### config.mk
export PLATFORM = sky130hd
export DESIGN_NAME = vrmr_ram
export DESIGN_NICKNAME = d
export VERILOG_FILES = /design/src/rtl/core/assert_macros.svh /design/src/rtl/core/vrmr_ram.sv
export SDC_FILE = /design/constraint.sdc
export NUM_CORES = 1
export LEC_CHECK = 0
export BUFFER_PORTS_ARGS = -buffer_cell sky130_fd_sc_hd__buf_4
export CORE_ASPECT_RATIO = 2
export CORE_MARGIN = 2
export CORE_UTILIZATION = 45
export DETAILED_ROUTE_END_ITERATION = 10
export PLACE_DENSITY_LB_ADDON = 0.12
export SLEW_MARGIN = 20
export SYNTH_ARGS = -nofsm -noshare
export SYNTH_HDL_FRONTEND = slang
export SYNTH_SLANG_ARGS = --single-unit
### constraint.sdc
create_clock -name clk -period 2.4 [get_ports clk]
set_input_delay 0.36 -clock clk [delete_from_list [all_inputs] [get_ports clk]]
set_output_delay 0.36 -clock clk [all_outputs]
set_load 0.01 [all_outputs]
### src/rtl/core/assert_macros.svh
// Assertion macros shared by the core RTL.
// Defining NO_ASSERTIONS compiles every check away.
`ifndef ASSERT_MACROS_SVH
`define ASSERT_MACROS_SVH
`ifndef NO_ASSERTIONS
// Check that a implies b in the same cycle.
`define ASSERT_IMPLIES(label, clk, rst, a, b) \
  label: assert property (@(posedge clk) disable iff (rst) (a) |-> (b)) \
    else $error("assertion failed");
// Check that a implies b in the next cycle.
`define ASSERT_NEXT(label, clk, rst, a, b) \
  label: assert property (@(posedge clk) disable iff (rst) (a) |=> (b)) \
    else $error("assertion failed");
`else
`define ASSERT_IMPLIES(label, clk, rst, a, b)
`define ASSERT_NEXT(label, clk, rst, a, b)
`endif
`endif

### src/rtl/core/vrmr_ram.sv
// Generic single-write, single-read synchronous RAM with registered read.
// No dependencies.
module vrmr_ram #(
  parameter int WIDTH = 8,
  parameter int DEPTH = 16
) (
  input  logic                                   clk,
  input  logic                                   we,
  input  logic [(DEPTH > 1 ? $clog2(DEPTH) : 1)-1:0] waddr,
  input  logic [WIDTH-1:0]                       wdata,
  input  logic [(DEPTH > 1 ? $clog2(DEPTH) : 1)-1:0] raddr,
  output logic [WIDTH-1:0]                       rdata
);

  logic [WIDTH-1:0] mem [DEPTH];

  // Write port and registered read port
  always_ff @(posedge clk) begin
    if (we) begin
      mem[waddr] <= wdata;
    end
    rdata <= mem[raddr];
  end

endmodule

; ---- Yosys cells after proc, flatten, opt, wreduce, memory -nomap -nowiden
; Memory sizes are Yosys's and may differ from the RTL's. A register that Yosys moved wholly into a read port is not among the register bits.
; Cells that the tools add are included.
[classes]
addsub = 0
n_mul = 0
n_div = 0
n_lt_le_gt_ge = 0
eq_ne = 0
shifts = 0
mux = 2
n_bitwise = 0
reduce_logical = 0
[ops]
columns = operator, count
row1 = 1-bit two-way mux, 2
[word_totals]
register_bits = 0
latchBits = 0
mem_bits_rw = 128
mem_bits_ro = 0
input_bits = 18
output_inout_bits = 8
word_cells = 3
n_memories = 1
[memory_table]
columns = memory, depth, word_bits, rd, rd_clocked_by_memory_dff, wr, line
row1 = mem, 16, 8, 1, 1, 1, vrmr_ram.sv:15  ; logic [WIDTH-1:0] mem [DEPTH];

; ---- Longest topological paths before layout
[logic_depth]
ltp_word = 2
mapped_depth = 5
ltp_nobuf = 3

; ---- Worst setup path after synthesis
; OpenSTA, ideal clock, no wires.
[synth_path]
kind = input-to-reg
startpoint = input port waddr[2] in the netlist's numbering
endpoint = memory mem[0][0], enable pin
setup_ps = 383
t_arrival_ps = 1470
required_ps = 2017
slack_ps = 547
path_stages = 2
path_buffers = 0
path_cell_list = or3b_2 > nor3_1
[synth_lines]
columns = item, line
row1 = start: declaration, vrmr_ram.sv:9  ; input logic [(DEPTH > 1 ? $clog2(DEPTH) : 1)-1:0] waddr,
row2 = end: declaration, vrmr_ram.sv:15
; Straight into the memory's write port.

==> results.json <==
{
  "status": "finished clean",
  "synth_cells": 229,
  "endpoint_kind": "register",
  "synthMuxAreaShare_pct": 15.0,
  "syn_avg_cell_area_um2": 22.5,
  "start_util_pct": 45.9,
  "num_vias": 2384,
  "cts_htree_levels": 4,
  "ys_seq_area_share_pct": 77.8,
  "fin_crit_ps": 1330,
  "slew_violations": 0,
  "synth-simple-area-share_pct": 3.18,
  "slew_headroom_pct": 49.6,
  "syn-cell-area_um2": 5150,
  "overflow": 0,
  "ff2ff_path_depth": 3,
  "ant_nets": 0,
  "p_sw_w": 0.00112,
  "synthXorXnorAreaFrac_pct": 0,
  "layout.nets": 298,
  "min_to": "mem[5][7]$_DFFE_PP_",
  "portBuffers": 25,
  "yosys.cell_types.count": 19,
  "synthAdderAreaFrac_pct": 0,
  "r2r_setup_slack_ps": 1090,
  "p_per_area_nw_per_um2": 897,
  "crit_required_ps": 2690,
  "combPwrFrac_pct": 4.6,
  "finalCritPeriodShare_pct": 55.5,
  "maxCapViolCount": 0,
  "gp_congestion": 0.757,
  "tns_ps": 0,
  "min_from": "wdata[7]",
  "clk_pin_slew_ps": 60,
  "diodes": 0,
  "whs_path_depth": 1,
  "place_hpwl_um": 6250,
  "grt_pass1_wl_um": 14800,
  "power_frac_clock_pct": 47.2,
  "whs_ps": 248,
  "wl_per_cell_um": 21.8,
  "post_cts_buffers": 0,
  "regToRegEndpoint": "rdata[1]$_DFF_P_",
  "r2r-start": "mem[2][1]$_DFFE_PP_",
  "nFillCells": 875,
  "cp-start-kind": "input pin",
  "clock_skew_ps": 5.50,
  "cp.arrival_ps": 1620,
  "worstMarginPinSlew_ps": 753,
  "setup_slack_ps": 1070,
  "first_global_vias": 2573,
  "crit_chain": "buf_4, buf_12, mux4_1, a22oi_1, nand2_1",
  "cts_root_buf": "clkbuf_16",
  "vias_per_cell": 5.48,
  "final_core_util_pct": 55.0,
  "ys.flop_type": "edfxtp_1",
  "ctsHoldBuffers": 0,
  "top_level_ports": 26,
  "setup_viol": 0,
  "p_sw_share_pct": 20.3,
  "min_path_type": "in -> reg",
  "cts.repair.resized": 0,
  "finalHoldViolCount": 0,
  "irDropWorstVdd_mv": 0.580,
  "p_int_w": 0.00441,
  "synthToLayoutAreaGrowth_pct": 19.9,
  "clk_latency_ps": 410,
  "rows": 55,
  "core-area_um2": 11200,
  "clock_sinks": 136,
  "die_h_um": 155,
  "drtPass1Iterations": 4,
  "path_max_fanout": 32,
  "drt-total-wl_um": 9500,
  "drc": 0,
  "rsz0062_at_grt": "no",
  "cts_tree": "built",
  "slowest_stage": "mux4_1",
  "critical_path_class": "in -> reg",
  "gr-usage-all-layers_pct": 17.2,
  "antenna_found_initial": 0,
  "syn_nets": 247,
  "dieArea_um2": 12400,
  "synth_compound_area_share_pct": 2.33,
  "async_flop_share_pct": 0,
  "drive_above_1_share_pct": 31.1,
  "synth_top_family_by_area": "multiplexers",
  "max_stage_delay_ps": 590,
  "p_seq_share_pct": 48.2,
  "synth_edf_count": 128,
  "p_leak_nw": 2.09,
  "yosys_register_bits": 136,
  "die_w_um": 79.6,
  "synth_warnings": 0,
  "dr.first_iter.drc_count": 112,
  "fmax_mhz": 750,
  "cts_buffers": 17,
  "fin_cells": 435,
  "grt_max_degree": 33,
  "dp.cells": 403,
  "clk_path_buf_depth": 2,
  "dp_slack_ps": 627
}
final cells by class:
type / instances / area, µm² / share of cell area, %
Clock buffer: 18 / 429 / 6.95
Sequential cell: 136 / 4000 / 64.9
Clock inverter: 14 / 175 / 2.84
Multi-Input combinational cell: 83 / 1060 / 17.1
Tap cell: 142 / 178 / 2.88
Timing Repair Buffer: 42 / 328 / 5.31
Yosys cell counts, types with 2 or more instances:
library cell	n	area, µm²
a22oi_1	16	120
buf_2	3	15.0
buf_6	3	33.8
clkdlybuf4s25_2	3	30.0
dfxtp_1	8	160
edfxtp_1	128	3840
mux4_1	14	368
mux4_2	18	405
nand2_1	9	33.8
nand2b_1	2	12.5
nand3b_1	2	15.0
nor2_1	13	48.8
nor3_1	4	20.0
state kept, by name (all words and copies together) (netlist names):
name and count:
mem 128, rdata 8
worst max-delay path by stage:
stage	end	start	depth (start not counted)
finish	rdata[3]$_DFF_P_	raddr[0]	5
global route	rdata[1]$_DFF_P_	raddr[0]	5
CTS	rdata[3]$_DFF_P_	raddr[0]	5
detailed placement	rdata[1]$_DFF_P_	raddr[0]	5
global placement	rdata[1]$_DFF_P_	raddr[0]	5
floorplan	mem[0][0]$_DFFE_PP_	waddr[2]	2
power groups by stage:
stage                     Clock (W)  Sequential (W)  Combinational (W)
after floorplan                   0         0.00272           0.000135
after global placement            0         0.00272           0.000255
after global routing        0.00276         0.00267           0.000280
final                       0.00261         0.00267           0.000254
after CTS                   0.00266         0.00267           0.000260
after detailed placement          0         0.00272           0.000259
per-stage QoR:
stage          cell area (µm²)  power, W
2_1_floorplan             5150   0.00286
3_3_place_gp              5570   0.00297
3_5_place_dp              5570   0.00298
4_1_cts                   6170   0.00559
5_1_grt                   6170   0.00571
6_report                  6170   0.00554
cell families (layout without fill, tap and decap cells):
group                  Yosys count  after routing
muxes                           32             32
DFF                            136            136
and+or+nand+nor                 35             35
buffers and inverters           10             74
AOI/OAI and AO/OA               16             16
layout by cell type, fill, tap and decap left out, types with 2 or more instances in the layout:
cell type | synthesis | layout
mux4_2 | 18 | 18
dfxtp_1 | 8 | 8
clkbuf_16 | 0 | 17
mux4_1 | 14 | 14
nor3_1 | 4 | 4
a22oi_1 | 16 | 16
nand2_1 | 9 | 9
nor2_1 | 13 | 13
clkinvlp_4 | 0 | 5
inv_6 | 0 | 2
edfxtp_1 | 128 | 128
clkinv_4 | 0 | 3
nand2b_1 | 2 | 2
nand3b_1 | 2 | 2
bufinv_16 | 0 | 3
buf_4 | 1 | 41
critical path: cells and delay by family:
kind | cells | cell delay (ps)
multiplexers | 1 | 590
buffers and inverters | 2 | 330
AO/OA/AOI/OAI | 1 | 240
AND/OR/NAND/NOR | 1 | 80
per-layer routing:
layer,GRT usage [%],wire [µm]
met1,18.7,3540
met2,30.8,5580
met3,4.76,259
met4,7.06,116
met5,0,0
Note: power is estimated with default switching activity, not from simulation.
