--- src/rtl/core/assert_macros.svh ---
// Assertion macros shared by the core RTL.
// Defining NO_ASSERTIONS compiles every check away.
`ifndef ASSERT_MACROS_SVH
`define ASSERT_MACROS_SVH
`ifndef NO_ASSERTIONS
// Check that a implies b in the same cycle.
`define ASSERT_IMPLIES(label, clk, rst, a, b) \
  label: assert property (@(posedge clk) disable iff (rst) (a) |-> (b)) \
    else $error("assertion failed");
// Check that a implies b in the next cycle.
`define ASSERT_NEXT(label, clk, rst, a, b) \
  label: assert property (@(posedge clk) disable iff (rst) (a) |=> (b)) \
    else $error("assertion failed");
`else
`define ASSERT_IMPLIES(label, clk, rst, a, b)
`define ASSERT_NEXT(label, clk, rst, a, b)
`endif
`endif

--- src/rtl/core/vrmr_pkg.sv ---
// Shared widths, codes and divider interface types for the ranker core.
// No dependencies.
package vrmr_pkg;

  localparam int SAMPLE_W = 24;
  localparam int SUM_W    = 48;
  localparam int SQ_W     = 64;
  localparam int PROD_W   = 48;
  localparam int VAR_W    = 47;
  localparam int RATIO_W  = 63;
  localparam int SCORE_W  = 16;
  localparam int MEAN_W   = 24;
  localparam int LVAR_W   = 32;
  localparam int DIV_NW   = 80;
  localparam int DIV_DW   = 64;
  localparam int DIV_CW   = 7;

  localparam logic [VAR_W-1:0]   VAR_CAP   = 47'h4000_0000_0000;
  localparam logic [SCORE_W-1:0] SCORE_MAX = 16'hFFFF;

  localparam logic       OP_LOAD    = 1'b0;
  localparam logic       OP_COMPUTE = 1'b1;
  localparam logic [1:0] TGT_GLOBAL = 2'd0;
  localparam logic [1:0] TGT_LOCAL  = 2'd1;
  localparam logic [1:0] TGT_BOTH   = 2'd2;

  typedef struct packed {
    logic              start;
    logic [DIV_NW-1:0] dividend;
    logic [DIV_DW-1:0] divisor;
  } div_req_t;

  typedef struct packed {
    logic              busy;
    logic              done;
    logic [DIV_NW-1:0] quotient;
  } div_rsp_t;

endpackage

--- src/rtl/core/vrmr_div.sv ---
// Restoring radix-2 divider, one quotient bit per cycle.
// Depends on vrmr_pkg for widths and the request/response types.
module vrmr_div (
  input  logic                clk,
  input  logic                rst,
  input  vrmr_pkg::div_req_t  req,
  output vrmr_pkg::div_rsp_t  rsp
);

  logic [vrmr_pkg::DIV_DW:0]   rem;
  logic [vrmr_pkg::DIV_NW-1:0] quo;
  logic [vrmr_pkg::DIV_DW-1:0] dvs;
  logic [vrmr_pkg::DIV_CW-1:0] cnt;
  logic                        busy;
  logic                        done;
  logic [vrmr_pkg::DIV_DW:0]   shifted;
  logic [vrmr_pkg::DIV_DW:0]   rem_next;
  logic                        fits;

  // Shift in the next dividend bit and try the subtract
  always_comb begin
    shifted  = {rem[vrmr_pkg::DIV_DW-1:0], quo[vrmr_pkg::DIV_NW-1]};
    fits     = shifted >= {1'b0, dvs};
    rem_next = fits ? shifted - {1'b0, dvs} : shifted;
  end

  // Iterate over all dividend bits
  always_ff @(posedge clk) begin
    if (rst) begin
      busy <= 1'b0;
      done <= 1'b0;
    end else begin
      done <= 1'b0;
      if (req.start && !busy) begin
        rem  <= '0;
        quo  <= req.dividend;
        dvs  <= req.divisor;
        cnt  <= vrmr_pkg::DIV_CW'(vrmr_pkg::DIV_NW);
        busy <= 1'b1;
      end else if (busy) begin
        rem <= rem_next;
        quo <= {quo[vrmr_pkg::DIV_NW-2:0], fits};
        cnt <= cnt - 1'b1;
        if (cnt == vrmr_pkg::DIV_CW'(1)) begin
          busy <= 1'b0;
          done <= 1'b1;
        end
      end
    end
  end

  assign rsp.busy     = busy;
  assign rsp.done     = done;
  assign rsp.quotient = quo;

endmodule

--- config.mk ---
export PLATFORM = sky130hd
export DESIGN_NAME = vrmr_div
export DESIGN_NICKNAME = d
export VERILOG_FILES = /design/src/rtl/core/assert_macros.svh /design/src/rtl/core/vrmr_pkg.sv /design/src/rtl/core/vrmr_div.sv
export SDC_FILE = /design/constraint.sdc
export NUM_CORES = 1
export LEC_CHECK = 0
export ABC_AREA = 1
export BUFFER_PORTS_ARGS = -buffer_cell sky130_fd_sc_hd__buf_2
export CAP_MARGIN = 30
export CORE_UTILIZATION = 50
export CTS_BUF_LIST = sky130_fd_sc_hd__clkbuf_16
export CTS_CLUSTER_DIAMETER = 100
export DETAILED_ROUTE_END_ITERATION = 7
export PLACE_DENSITY = 0.71
export SYNTH_ARGS = -nofsm -noshare
export SYNTH_HDL_FRONTEND = slang
export SYNTH_SLANG_ARGS = --single-unit
--- constraint.sdc ---
create_clock -name clk -period 9.7 [get_ports clk]
set_input_delay 0.97 -clock clk [delete_from_list [all_inputs] [get_ports clk]]
set_output_delay 0.97 -clock clk [all_outputs]
set_load 0.01 [all_outputs]
== Yosys cells after proc, flatten, opt, wreduce, memory -nomap -nowiden ==
Cells that the tools add are included.
Word-level totals
  output and inout bits: 82
  bits of input ports: 147
  bits in registers: 217
Operators by class
  $lt $le $gt $ge: 1
  equal/unequal tests: 1
  add/sub/neg operators: 2
  reductions and logical operators: 6
  bitwise gates (word level): 2
  muxes and demuxes: 9
Operators by type and width (count)
  $mux W80: 2
  $mux W64: 2
  $ge A65 B64 Y1: 1
  $sub A64 B64 Y64: 1
  $eq A7 B1 Y1 const B: 1
  $mux W7: 1
  $sub A7 B1 Y7 const B: 1
  $mux W1: 4
  $reduce_and A2 Y1: 2
  $reduce_or A3 Y1: 1
  $not A1 Y1: 2
  $reduce_bool A2 Y1: 1
  $logic_and A1 B1 Y1: 1
  $logic_not A1 Y1: 1

== Logic depth before layout (Yosys ltp) ==
Gate-level depths: netlist of run 1.
  depth in word-level cells: 4
  gate-level depth with buffers: 20

== Worst setup path after synthesis of run 1 ==
OpenSTA, ideal clock, no wires.
  path type: in2reg
  start: input rst
  end: register cnt[0] (netlist name) (enable)
  stages: 1
  library setup time: 0.715 ns
  setup slack: 0.709 ns
  arrival time: 8.276 ns
  path through: a21oi_1
Between the ends
  cells in the longest elaborated chain, start to end: 2
Ends and longest elaborated chain
  from (decl): line vrmr_div.sv:5  | input logic rst,
  $not A1 Y1 (no line)
  $reduce_and A2 Y1 (no line)
  to (signal assigned): line vrmr_div.sv:38  | cnt <= vrmr_pkg::DIV_CW'(vrmr_pkg::DIV_NW);
  to (signal assigned): line vrmr_div.sv:43  | cnt <= cnt - 1'b1;
  to (decl): line vrmr_div.sv:13  | logic [vrmr_pkg::DIV_CW-1:0] cnt;
No other way between the ends.
A chain may end at the register's enable or synchronous reset.

== Final worst setup path of run 1 ==
  start: register rem[55] (netlist name)
  end: register rem[13] (netlist name) (data pin)
Between the ends
  cells in the longest elaborated chain, start to end: 3
Ends and longest elaborated chain
  from (decl): line vrmr_div.sv:10  | logic [vrmr_pkg::DIV_DW:0] rem;
  from (signal assigned): line vrmr_div.sv:41  | rem <= rem_next;
  $ge A65 B64 Y1: line vrmr_div.sv:23  | fits = shifted >= {1'b0, dvs};
  $mux W64: line vrmr_div.sv:24  | rem_next = fits ? shifted - {1'b0, dvs} : shifted;
  $mux W64: line vrmr_div.sv:40  | end else if (busy) begin
No other way between the ends. The select of a mux whose other input is x is not followed.

==> results of run 1 <==
-- synth_stat cells (3+ instances only) --
cell,instances
sky130_fd_sc_hd__a21oi_1,45
sky130_fd_sc_hd__nand3b_1,55
sky130_fd_sc_hd__and2_1,3
sky130_fd_sc_hd__inv_2,21
sky130_fd_sc_hd__nand2_2,5
sky130_fd_sc_hd__xor2_1,31
sky130_fd_sc_hd__clkbuf_1,19
sky130_fd_sc_hd__buf_6,3
sky130_fd_sc_hd__o21ai_0,6
sky130_fd_sc_hd__nor2_1,248
sky130_fd_sc_hd__buf_1,5
sky130_fd_sc_hd__edfxtp_1,215
sky130_fd_sc_hd__nor3_1,8
sky130_fd_sc_hd__inv_1,406
sky130_fd_sc_hd__nand4_1,10
sky130_fd_sc_hd__nor4_1,3
sky130_fd_sc_hd__buf_2,16
sky130_fd_sc_hd__nand3_1,61
sky130_fd_sc_hd__nor2_2,10
sky130_fd_sc_hd__nand2_1,977
sky130_fd_sc_hd__ha_1,66
-- final timing paths --
path,slack (ns),end,cells past startpoint,start
hold / removal,0.54,quo[53],2,quo[52]
hold reg to reg,0.54,quo[53],2,quo[52]
setup reg to reg,5.28,rem[13],15,rem[55]
setup / recovery,5.28,rem[13],15,rem[55]
-- cell type report --
type | count | area [sq um] | area share, %
Tap cell | 390 | 488.0 | 2.761
Clock buffer | 25 | 625.6 | 3.540
Multi-Input combinational cell | 1541 | 7046 | 39.87
Sequential cell | 217 | 6496 | 36.76
Clock inverter | 20 | 146.4 | 0.8284
Timing Repair Buffer | 238 | 1261 | 7.137
Inverter | 428 | 1609 | 9.105
-- metal layers --
layer	part of all wire (%)	global-route usage, %	vias up	wire (um)
met1	44	39.45	6313	20580
li1	-	-	7200	-
met2	46	51.14	493	21870
met4	3.2	9.986	0	1514
met5	0	0	-	0
met3	6.7	3.887	64	3171
-- logic make-up after synthesis --
family	count (synthesis)	synth area share (%)
XOR/XNOR	32	1.828
AO/OA/AOI/OAI	55	1.844
AND/OR/NAND/NOR	1387	36.55
flip-flops	217	42.36
buffers and inverters	473	11.90
adder cells (fa/ha/maj)	67	5.515
-- worst max-delay path, cell delays in order, from the launching register on --
cell,delay [ns]
sky130_fd_sc_hd__edfxtp_1,0.38
sky130_fd_sc_hd__ha_1,0.37
sky130_fd_sc_hd__nand2_1,0.15
sky130_fd_sc_hd__inv_2,0.05
sky130_fd_sc_hd__a21oi_1,0.18
sky130_fd_sc_hd__and2_1,0.24
sky130_fd_sc_hd__nor2_1,0.06
sky130_fd_sc_hd__nor2_1,0.22
sky130_fd_sc_hd__nand2_1,0.13
sky130_fd_sc_hd__nor2_4,0.20
sky130_fd_sc_hd__buf_4,0.53
sky130_fd_sc_hd__nand2_2,0.58
sky130_fd_sc_hd__inv_2,0.67
sky130_fd_sc_hd__buf_16,0.25
sky130_fd_sc_hd__nor2_1,0.08
sky130_fd_sc_hd__nor2_1,0.11
-- state kept, by name, summed over array words and instances, names as in the netlist --
register,count
busy,1
cnt,7
done,1
dvs,64
quo,80
rem,64
-- metrics by stage --
stage	hold WS (ns)	power [mW]	std cells	util, %	instance area, sq um
detailed placement	0.5179	2.038	2813	56.50	16880
finish	0.5362	2.935	2859	59.15	17670
global placement	0.5145	2.019	2811	56.34	16830
floorplan	0.4912	1.783	2231	-	15340
CTS	0.5411	2.940	2858	59.09	17650
global route	0.5495	3.093	2859	59.15	17670
-- power by group through the flow --
stage	combinational, mW	sequential (mW)	clock, mW
after floorplan	0.577	1.21	0
after global placement	0.830	1.19	0
after detailed placement	0.848	1.19	0
after CTS	0.852	1.17	0.915
after global routing	0.963	1.18	0.949
final	0.858	1.17	0.904
==> run_summary.xml, run 1 <==
<?xml version="1.0" encoding="UTF-8"?>
<metrics>
  <group name="status">
    <metric name="status" unit="">finished, final reports clean</metric>
  </group>
  <group name="routing">
    <metric name="totalWireLength" unit="um">47130</metric>
    <metric name="route.detailed.drc" unit="">0</metric>
    <metric name="routed-via-count" unit="">14070</metric>
    <metric name="detailedRoute.firstPassIterationCount" unit="">5</metric>
    <metric name="avgRoutedWirePerCell" unit="um">16.49</metric>
    <metric name="ant_nets" unit="">0</metric>
    <metric name="vias_per_cell" unit="">4.921</metric>
    <metric name="drt_iter0_drc" unit="">1084</metric>
  </group>
  <group name="sta">
    <metric name="tightest_slew" unit="ns">0.8456</metric>
    <metric name="setup_ws" unit="ns">5.278</metric>
    <metric name="totalNegativeSetupSlack" unit="ns">0</metric>
    <metric name="rsz0062_at_grt" unit="">false</metric>
    <metric name="highest_achievable_clock_rate" unit="GHz">0.2261</metric>
    <metric name="final_period_minus_worst_setup_slack" unit="ns">4.422</metric>
    <metric name="timing.final.max_slew_violations" unit="">0</metric>
    <metric name="clock-skew-final" unit="ns">0.01905</metric>
    <metric name="report.final.setup_viol" unit="">0</metric>
    <metric name="maxSlewHeadroom" unit="%">43.62</metric>
    <metric name="final_min_period_over_clock_period" unit="%">45.59</metric>
    <metric name="hold_viol" unit="">0</metric>
  </group>
  <group name="clock_network">
    <metric name="cts-resized-gates" unit="">0</metric>
    <metric name="cts-root-to-sink-buffers" unit="">3</metric>
    <metric name="insertion_delay_to_the_later_sink_of_the_worst_skew_pair" unit="ns">0.54</metric>
    <metric name="cts_hold_repair.buffers" unit="">0</metric>
    <metric name="cts.htree.levels" unit="">1</metric>
    <metric name="clk_root_buffer_cell" unit="">sky130_fd_sc_hd__clkbuf_16</metric>
    <metric name="cts_num_sinks" unit="">217</metric>
    <metric name="tritoncts" unit="">done</metric>
    <metric name="postCtsSetupRepairBufs" unit="">0</metric>
    <metric name="cts-buffers-inserted" unit="">25</metric>
    <metric name="clk_pin_slew_worst_paths" unit="ns">0.06</metric>
  </group>
  <group name="pwr">
    <metric name="power_frac_seq" unit="%">40.0</metric>
    <metric name="p_int" unit="mW">1.939</metric>
    <metric name="powerDensity" unit="nW/um^2">166.1</metric>
    <metric name="sw_frac_of_total" unit="%">33.94</metric>
    <metric name="max-vdd-ir-drop" unit="uV">112.5</metric>
    <metric name="p_comb_share" unit="%">29.2</metric>
    <metric name="power.clock.fraction" unit="%">30.8</metric>
    <metric name="p_switching" unit="mW">0.9960</metric>
    <metric name="leakagePower" unit="nW">9.708</metric>
  </group>
  <group name="finish">
    <metric name="final_common_cell" unit="">sky130_fd_sc_hd__nand2_1</metric>
    <metric name="final_net_count" unit="">2665</metric>
    <metric name="area_delta_synth_final" unit="%">15.23</metric>
    <metric name="final_cell_mix" unit="">sky130_fd_sc_hd__nand2_1, sky130_fd_sc_hd__inv_1, sky130_fd_sc_hd__nor2_1, sky130_fd_sc_hd__buf_2, sky130_fd_sc_hd__edfxtp_1</metric>
    <metric name="num_antenna_cells" unit="">0</metric>
    <metric name="n_fill_cell" unit="">2904</metric>
    <metric name="drive_above_1_share" unit="%">12.76</metric>
  </group>
  <group name="global_routing">
    <metric name="pin_count_of_the_biggest_net_entering_global_routing" unit="">88</metric>
    <metric name="globalRouteTotalUtil" unit="%">30.11</metric>
    <metric name="first_global_vias" unit="">13470</metric>
    <metric name="grt-ovfl-total" unit="">0</metric>
    <metric name="antenna_violations_before_repair" unit="">0</metric>
    <metric name="grt_first_pass_wirelength" unit="um">72280</metric>
  </group>
  <group name="placed_design">
    <metric name="portbufs" unit="">228</metric>
    <metric name="preCtsSetupSlack" unit="ns">5.412</metric>
    <metric name="gpl.final_weighted_congestion" unit="">0.9912</metric>
    <metric name="hpwl" unit="um">37270</metric>
  </group>
  <group name="die">
    <metric name="core_area" unit="sq um">29870</metric>
    <metric name="die_x" unit="um">177.1</metric>
    <metric name="die_height" unit="um">177.1</metric>
    <metric name="start_util" unit="%">51.33</metric>
    <metric name="placement_rows" unit="">63</metric>
    <metric name="design.portCount" unit="">229</metric>
    <metric name="fp.dieArea" unit="sq um">31380</metric>
  </group>
  <group name="synthesis">
    <metric name="synth_ff_type" unit="">sky130_fd_sc_hd__edfxtp_1</metric>
    <metric name="syn-mean-instance-area" unit="sq um">6.874</metric>
    <metric name="mapped_cells" unit="">2231</metric>
    <metric name="ys_top_cells_by_area" unit="">sky130_fd_sc_hd__edfxtp_1, sky130_fd_sc_hd__nand2_1, sky130_fd_sc_hd__inv_1</metric>
    <metric name="synth_top_area_share" unit="%">42.10</metric>
    <metric name="synthesis_stage_register_bit_count" unit="">217</metric>
    <metric name="synth-async-reset-ratio" unit="%">0</metric>
    <metric name="post_synth_num_cell_types" unit="">35</metric>
    <metric name="synth_fp_nets" unit="">2445</metric>
    <metric name="count_of_warnings_emitted_by_yosys" unit="">0</metric>
    <metric name="yosysSeqAreaShare" unit="%">42.36</metric>
    <metric name="synth.cell_area" unit="sq um">15340</metric>
    <metric name="netlist.top_cell.by_area" unit="">sky130_fd_sc_hd__edfxtp_1</metric>
    <metric name="synth_enable_flop_cells" unit="">215</metric>
  </group>
  <group name="setup_path">
    <metric name="timing.setup.critical_path_class" unit="">reg -&gt; reg</metric>
    <metric name="cp.arrival" unit="ns">4.80</metric>
    <metric name="critPathMaxFanout" unit="">45</metric>
    <metric name="critPathLaunchType" unit="">register</metric>
    <metric name="critPathRequiredTime" unit="ns">10.08</metric>
    <metric name="crit_path_end_kind" unit="">register</metric>
  </group>
  <group name="worst_hold_path">
    <metric name="holdCritPathClass" unit="">reg -&gt; reg</metric>
  </group>
  <group name="job">
    <metric name="maxCapViolCount" unit="">0</metric>
  </group>
</metrics>
Note: power is estimated with default switching activity, not from simulation.
==> inputs of run 2 (changes only) <==
Settings changed: ABC_AREA 1 to 0, PLACE_DENSITY 0.71 to 0.75.
Clock period 9.7 ns to 3.61 ns, I/O delays scaled along.
==> run 2 against run 1 <==
Compared with the run above:
- via count is 24% lower
- global-route usage is 5.5 points lower
- register-to-register slack worse by 5.1 ns
- synthesized cell count is 39% lower
- critical endpoint is now rem[51]
- largest cell class is now flip-flops and latches
==> run_summary.xml, run 2 <==
<?xml version="1.0" encoding="UTF-8"?>
<metrics>
  <group name="synthesis">
    <metric name="synthesis_stage_register_bit_count" unit="">217</metric>
    <metric name="synth_ff_type" unit="">sky130_fd_sc_hd__edfxtp_1</metric>
    <metric name="synth-async-reset-ratio" unit="%">0</metric>
    <metric name="synth_enable_flop_cells" unit="">215</metric>
    <metric name="mapped_cells" unit="">1353</metric>
    <metric name="synth_top_area_share" unit="%">50.16</metric>
    <metric name="ys_top_cells_by_area" unit="">sky130_fd_sc_hd__edfxtp_1, sky130_fd_sc_hd__nand2_1, sky130_fd_sc_hd__ha_1</metric>
    <metric name="synth_common_cells" unit="">sky130_fd_sc_hd__nand2_1, sky130_fd_sc_hd__edfxtp_1, sky130_fd_sc_hd__a21oi_1, sky130_fd_sc_hd__inv_1, sky130_fd_sc_hd__nor2_1</metric>
    <metric name="count_of_warnings_emitted_by_yosys" unit="">0</metric>
    <metric name="synth_fp_nets" unit="">1567</metric>
    <metric name="synth.cell_area" unit="sq um">12870</metric>
    <metric name="netlist.top_cell.by_area" unit="">sky130_fd_sc_hd__edfxtp_1</metric>
    <metric name="yosysSeqAreaShare" unit="%">50.47</metric>
    <metric name="syn-mean-instance-area" unit="sq um">9.513</metric>
    <metric name="post_synth_num_cell_types" unit="">70</metric>
    <metric name="yosys.cell_count.top_type" unit="">sky130_fd_sc_hd__nand2_1</metric>
  </group>
  <group name="global_routing">
    <metric name="antenna_violations_before_repair" unit="">5</metric>
    <metric name="busiest_layer" unit="">met2</metric>
    <metric name="grt-ovfl-total" unit="">0</metric>
    <metric name="globalRouteTotalUtil" unit="%">24.61</metric>
    <metric name="first_global_vias" unit="">10680</metric>
    <metric name="grt_util_met1" unit="%">31.59</metric>
    <metric name="grt_first_pass_wirelength" unit="um">52380</metric>
    <metric name="pin_count_of_the_biggest_net_entering_global_routing" unit="">78</metric>
    <metric name="grt_util_met2" unit="%">41.30</metric>
    <metric name="globalRouteMet3Util" unit="%">5.373</metric>
  </group>
  <group name="pwr">
    <metric name="p_switching" unit="mW">2.498</metric>
    <metric name="power_frac_seq" unit="%">40.7</metric>
    <metric name="powerDensity" unit="nW/um^2">501.6</metric>
    <metric name="leakagePower" unit="nW">6.949</metric>
    <metric name="power.clock.fraction" unit="%">29.8</metric>
    <metric name="p_comb_share" unit="%">29.4</metric>
    <metric name="max-vdd-ir-drop" unit="uV">419.6</metric>
    <metric name="p_int" unit="mW">5.386</metric>
    <metric name="sw_frac_of_total" unit="%">31.68</metric>
  </group>
  <group name="sta">
    <metric name="hold_viol" unit="">0</metric>
    <metric name="rsz0062_at_grt" unit="">false</metric>
    <metric name="final_min_period_over_clock_period" unit="%">93.96</metric>
    <metric name="final_period_minus_worst_setup_slack" unit="ns">3.392</metric>
    <metric name="setup_ws" unit="ns">0.2181</metric>
    <metric name="highest_achievable_clock_rate" unit="GHz">0.2948</metric>
    <metric name="maxSlewHeadroom" unit="%">42.79</metric>
    <metric name="worst_hold_slack" unit="ns">0.01747</metric>
    <metric name="clock-skew-final" unit="ns">0.01542</metric>
    <metric name="tightest_slew" unit="ns">0.8581</metric>
    <metric name="timing.final.max_slew_violations" unit="">0</metric>
    <metric name="totalNegativeSetupSlack" unit="ns">0</metric>
    <metric name="report.final.setup_viol" unit="">0</metric>
  </group>
  <group name="setup_path">
    <metric name="worst_r2r_path_depth" unit="">12</metric>
    <metric name="critical_path.n_buffers_inverters" unit="">2</metric>
    <metric name="rr_endpoint" unit="">rem[51]</metric>
    <metric name="critPathSlowestCell" unit="">sky130_fd_sc_hd__edfxtp_1</metric>
    <metric name="r2r_start" unit="">rem[51]</metric>
    <metric name="crit_path_end_kind" unit="">register</metric>
    <metric name="critical-path-max-stage-delay" unit="ns">0.41</metric>
    <metric name="r2r_setup_slack" unit="ns">0.22</metric>
    <metric name="critPathRequiredTime" unit="ns">3.98</metric>
    <metric name="timing.setup.critical_path_class" unit="">reg -&gt; reg</metric>
    <metric name="critPathLaunchType" unit="">register</metric>
    <metric name="path_delay_family" unit="">compound AO/OA/AOI/OAI gates</metric>
    <metric name="critPathMaxFanout" unit="">13</metric>
    <metric name="worstPathCellList" unit="">ha_1, a21oi_1, o21ai_1, a221oi_2, o21ai_1, a2111oi_2, o2111a_1, or2_4, buf_4, buf_4, nand2_1, a21oi_1</metric>
    <metric name="cp.arrival" unit="ns">3.76</metric>
  </group>
  <group name="routing">
    <metric name="routed-via-count" unit="">10730</metric>
    <metric name="avgRoutedWirePerCell" unit="um">16.37</metric>
    <metric name="ant_nets" unit="">0</metric>
    <metric name="route.detailed.drc" unit="">0</metric>
    <metric name="drt_iter0_drc" unit="">774</metric>
    <metric name="detailedRoute.firstPassIterationCount" unit="">5</metric>
    <metric name="totalWireLength" unit="um">32310</metric>
    <metric name="vias_per_cell" unit="">5.433</metric>
  </group>
  <group name="die">
    <metric name="fp.dieArea" unit="sq um">26390</metric>
    <metric name="die_x" unit="um">162.4</metric>
    <metric name="start_util" unit="%">51.11</metric>
    <metric name="placement_rows" unit="">58</metric>
    <metric name="core_area" unit="sq um">25180</metric>
    <metric name="die_height" unit="um">162.4</metric>
    <metric name="design.portCount" unit="">229</metric>
  </group>
  <group name="finish">
    <metric name="finish.cell_count_without_fillers" unit="">1974</metric>
    <metric name="drive_above_1_share" unit="%">19.77</metric>
    <metric name="largest_register_by_flop_count" unit="">quo</metric>
    <metric name="n_fill_cell" unit="">2105</metric>
    <metric name="multiInputGateArea" unit="sq um">5754</metric>
    <metric name="final_net_count" unit="">1837</metric>
    <metric name="largest_register_ffs" unit="">80</metric>
    <metric name="layout_top_registers" unit="">quo (80), dvs (64), rem (64)</metric>
    <metric name="final_cell_mix" unit="">sky130_fd_sc_hd__nand2_1, sky130_fd_sc_hd__buf_2, sky130_fd_sc_hd__edfxtp_1, sky130_fd_sc_hd__a21oi_1, sky130_fd_sc_hd__inv_1</metric>
    <metric name="final_common_cell" unit="">sky130_fd_sc_hd__nand2_1</metric>
    <metric name="area_delta_synth_final" unit="%">22.12</metric>
    <metric name="register_area" unit="sq um">6496</metric>
  </group>
  <group name="worst_hold_path">
    <metric name="timing.hold.worst.start" unit="">req[26]</metric>
    <metric name="worst_hold_path_stage_count" unit="">1</metric>
    <metric name="holdCritPathClass" unit="">in -&gt; reg</metric>
    <metric name="timing.hold.worst_endpoint" unit="">dvs[26]</metric>
  </group>
  <group name="clock_network">
    <metric name="cts-buffers-inserted" unit="">24</metric>
    <metric name="insertion_delay_to_the_later_sink_of_the_worst_skew_pair" unit="ns">0.54</metric>
    <metric name="cts-root-to-sink-buffers" unit="">3</metric>
    <metric name="clk_pin_slew_worst_paths" unit="ns">0.06</metric>
    <metric name="cts.htree.levels" unit="">1</metric>
    <metric name="cts_num_sinks" unit="">217</metric>
    <metric name="clk_root_buffer_cell" unit="">sky130_fd_sc_hd__clkbuf_16</metric>
    <metric name="tritoncts" unit="">done</metric>
  </group>
  <group name="placed_design">
    <metric name="portbufs" unit="">228</metric>
    <metric name="placed_cells" unit="">1870</metric>
    <metric name="preCtsSetupSlack" unit="ns">0.09682</metric>
    <metric name="hpwl" unit="um">23480</metric>
    <metric name="gpl.final_weighted_congestion" unit="">0.9802</metric>
  </group>
  <group name="status">
    <metric name="status" unit="">finished, final reports clean</metric>
  </group>
  <group name="job">
    <metric name="maxCapViolCount" unit="">0</metric>
  </group>
</metrics>
-- run 2: metal layers --
metal,part of all wire (%),vias to the layer above,routed length (um)
met5,0,-,0
met4,2.9,0,948
met3,7.1,62,2300
met2,47,364,15230
met1,43,5008,13830
li1,-,5291,-
-- run 2: layout make-up --
class | instances | share of cell area, %
Antenna cell | 5 | 0.07961
Clock buffer | 24 | 3.821
Clock inverter | 18 | 0.9553
Inverter | 89 | 2.125
Multi-Input combinational cell | 978 | 36.61
Sequential cell | 217 | 41.33
Tap cell | 330 | 2.627
Timing Repair Buffer | 313 | 12.45
-- run 2: cell families after synthesis --
logic type | synth area share [%]
and+or+nand+nor | 18.41
AOI/OAI and AO/OA | 14.69
muxes | 0.6999
xor gates and xnor gates | 3.811
buffers and inverters | 5.347
adders and majority gates | 6.571
DFF | 50.47
-- run 2: worst max-delay path by stage --
stage	startpoint	slack (ns)	cells after the start	endpoint
floorplan	busy	0.54	2	cnt[0]
global placement	rem[55]	0.19	12	rem[60]
detailed placement	quo[79]	0.1	13	rem[50]
CTS	quo[79]	0.1	13	rem[50]
global route	rem[51]	0.02	12	rem[51]
finish	rem[51]	0.22	12	rem[51]
-- run 2: power groups by stage --
stage          Combinational (mW)  Sequential, mW  Clock [mW]
4_1_cts                      2.29            3.21        2.41
5_1_grt                      2.58            3.23        2.49
6_report                     2.32            3.21        2.35
3_3_place_gp                 2.20            3.25           0
2_1_floorplan                1.64            3.26           0
3_5_place_dp                 2.23            3.26           0
-- run 2: what timing repair did --
action	in CTS	in global routing
hold buffers	56	0
hold endpoints to repair	56	0
resized for setup	0	5
setup buffers	0	0
setup endpoints to repair	0	14
-- run 2: worst reg2reg max path: cells and delay by family (launching register included) --
kind            cells  cell delay [ns]
compound gates      7             1.67
fa+ha+maj           1             0.41
buf+inv             2             0.41
flops               1             0.41
simple gates        2             0.33
-- run 2: through the flow --
stage	cell area [sq um]	power, mW	util [%]
3_3_place_gp	14360	5.448	57.04
2_1_floorplan	12880	4.902	-
4_1_cts	15680	7.910	62.25
3_5_place_dp	14360	5.490	57.04
5_1_grt	15710	8.313	62.39
6_report	15720	7.884	62.42
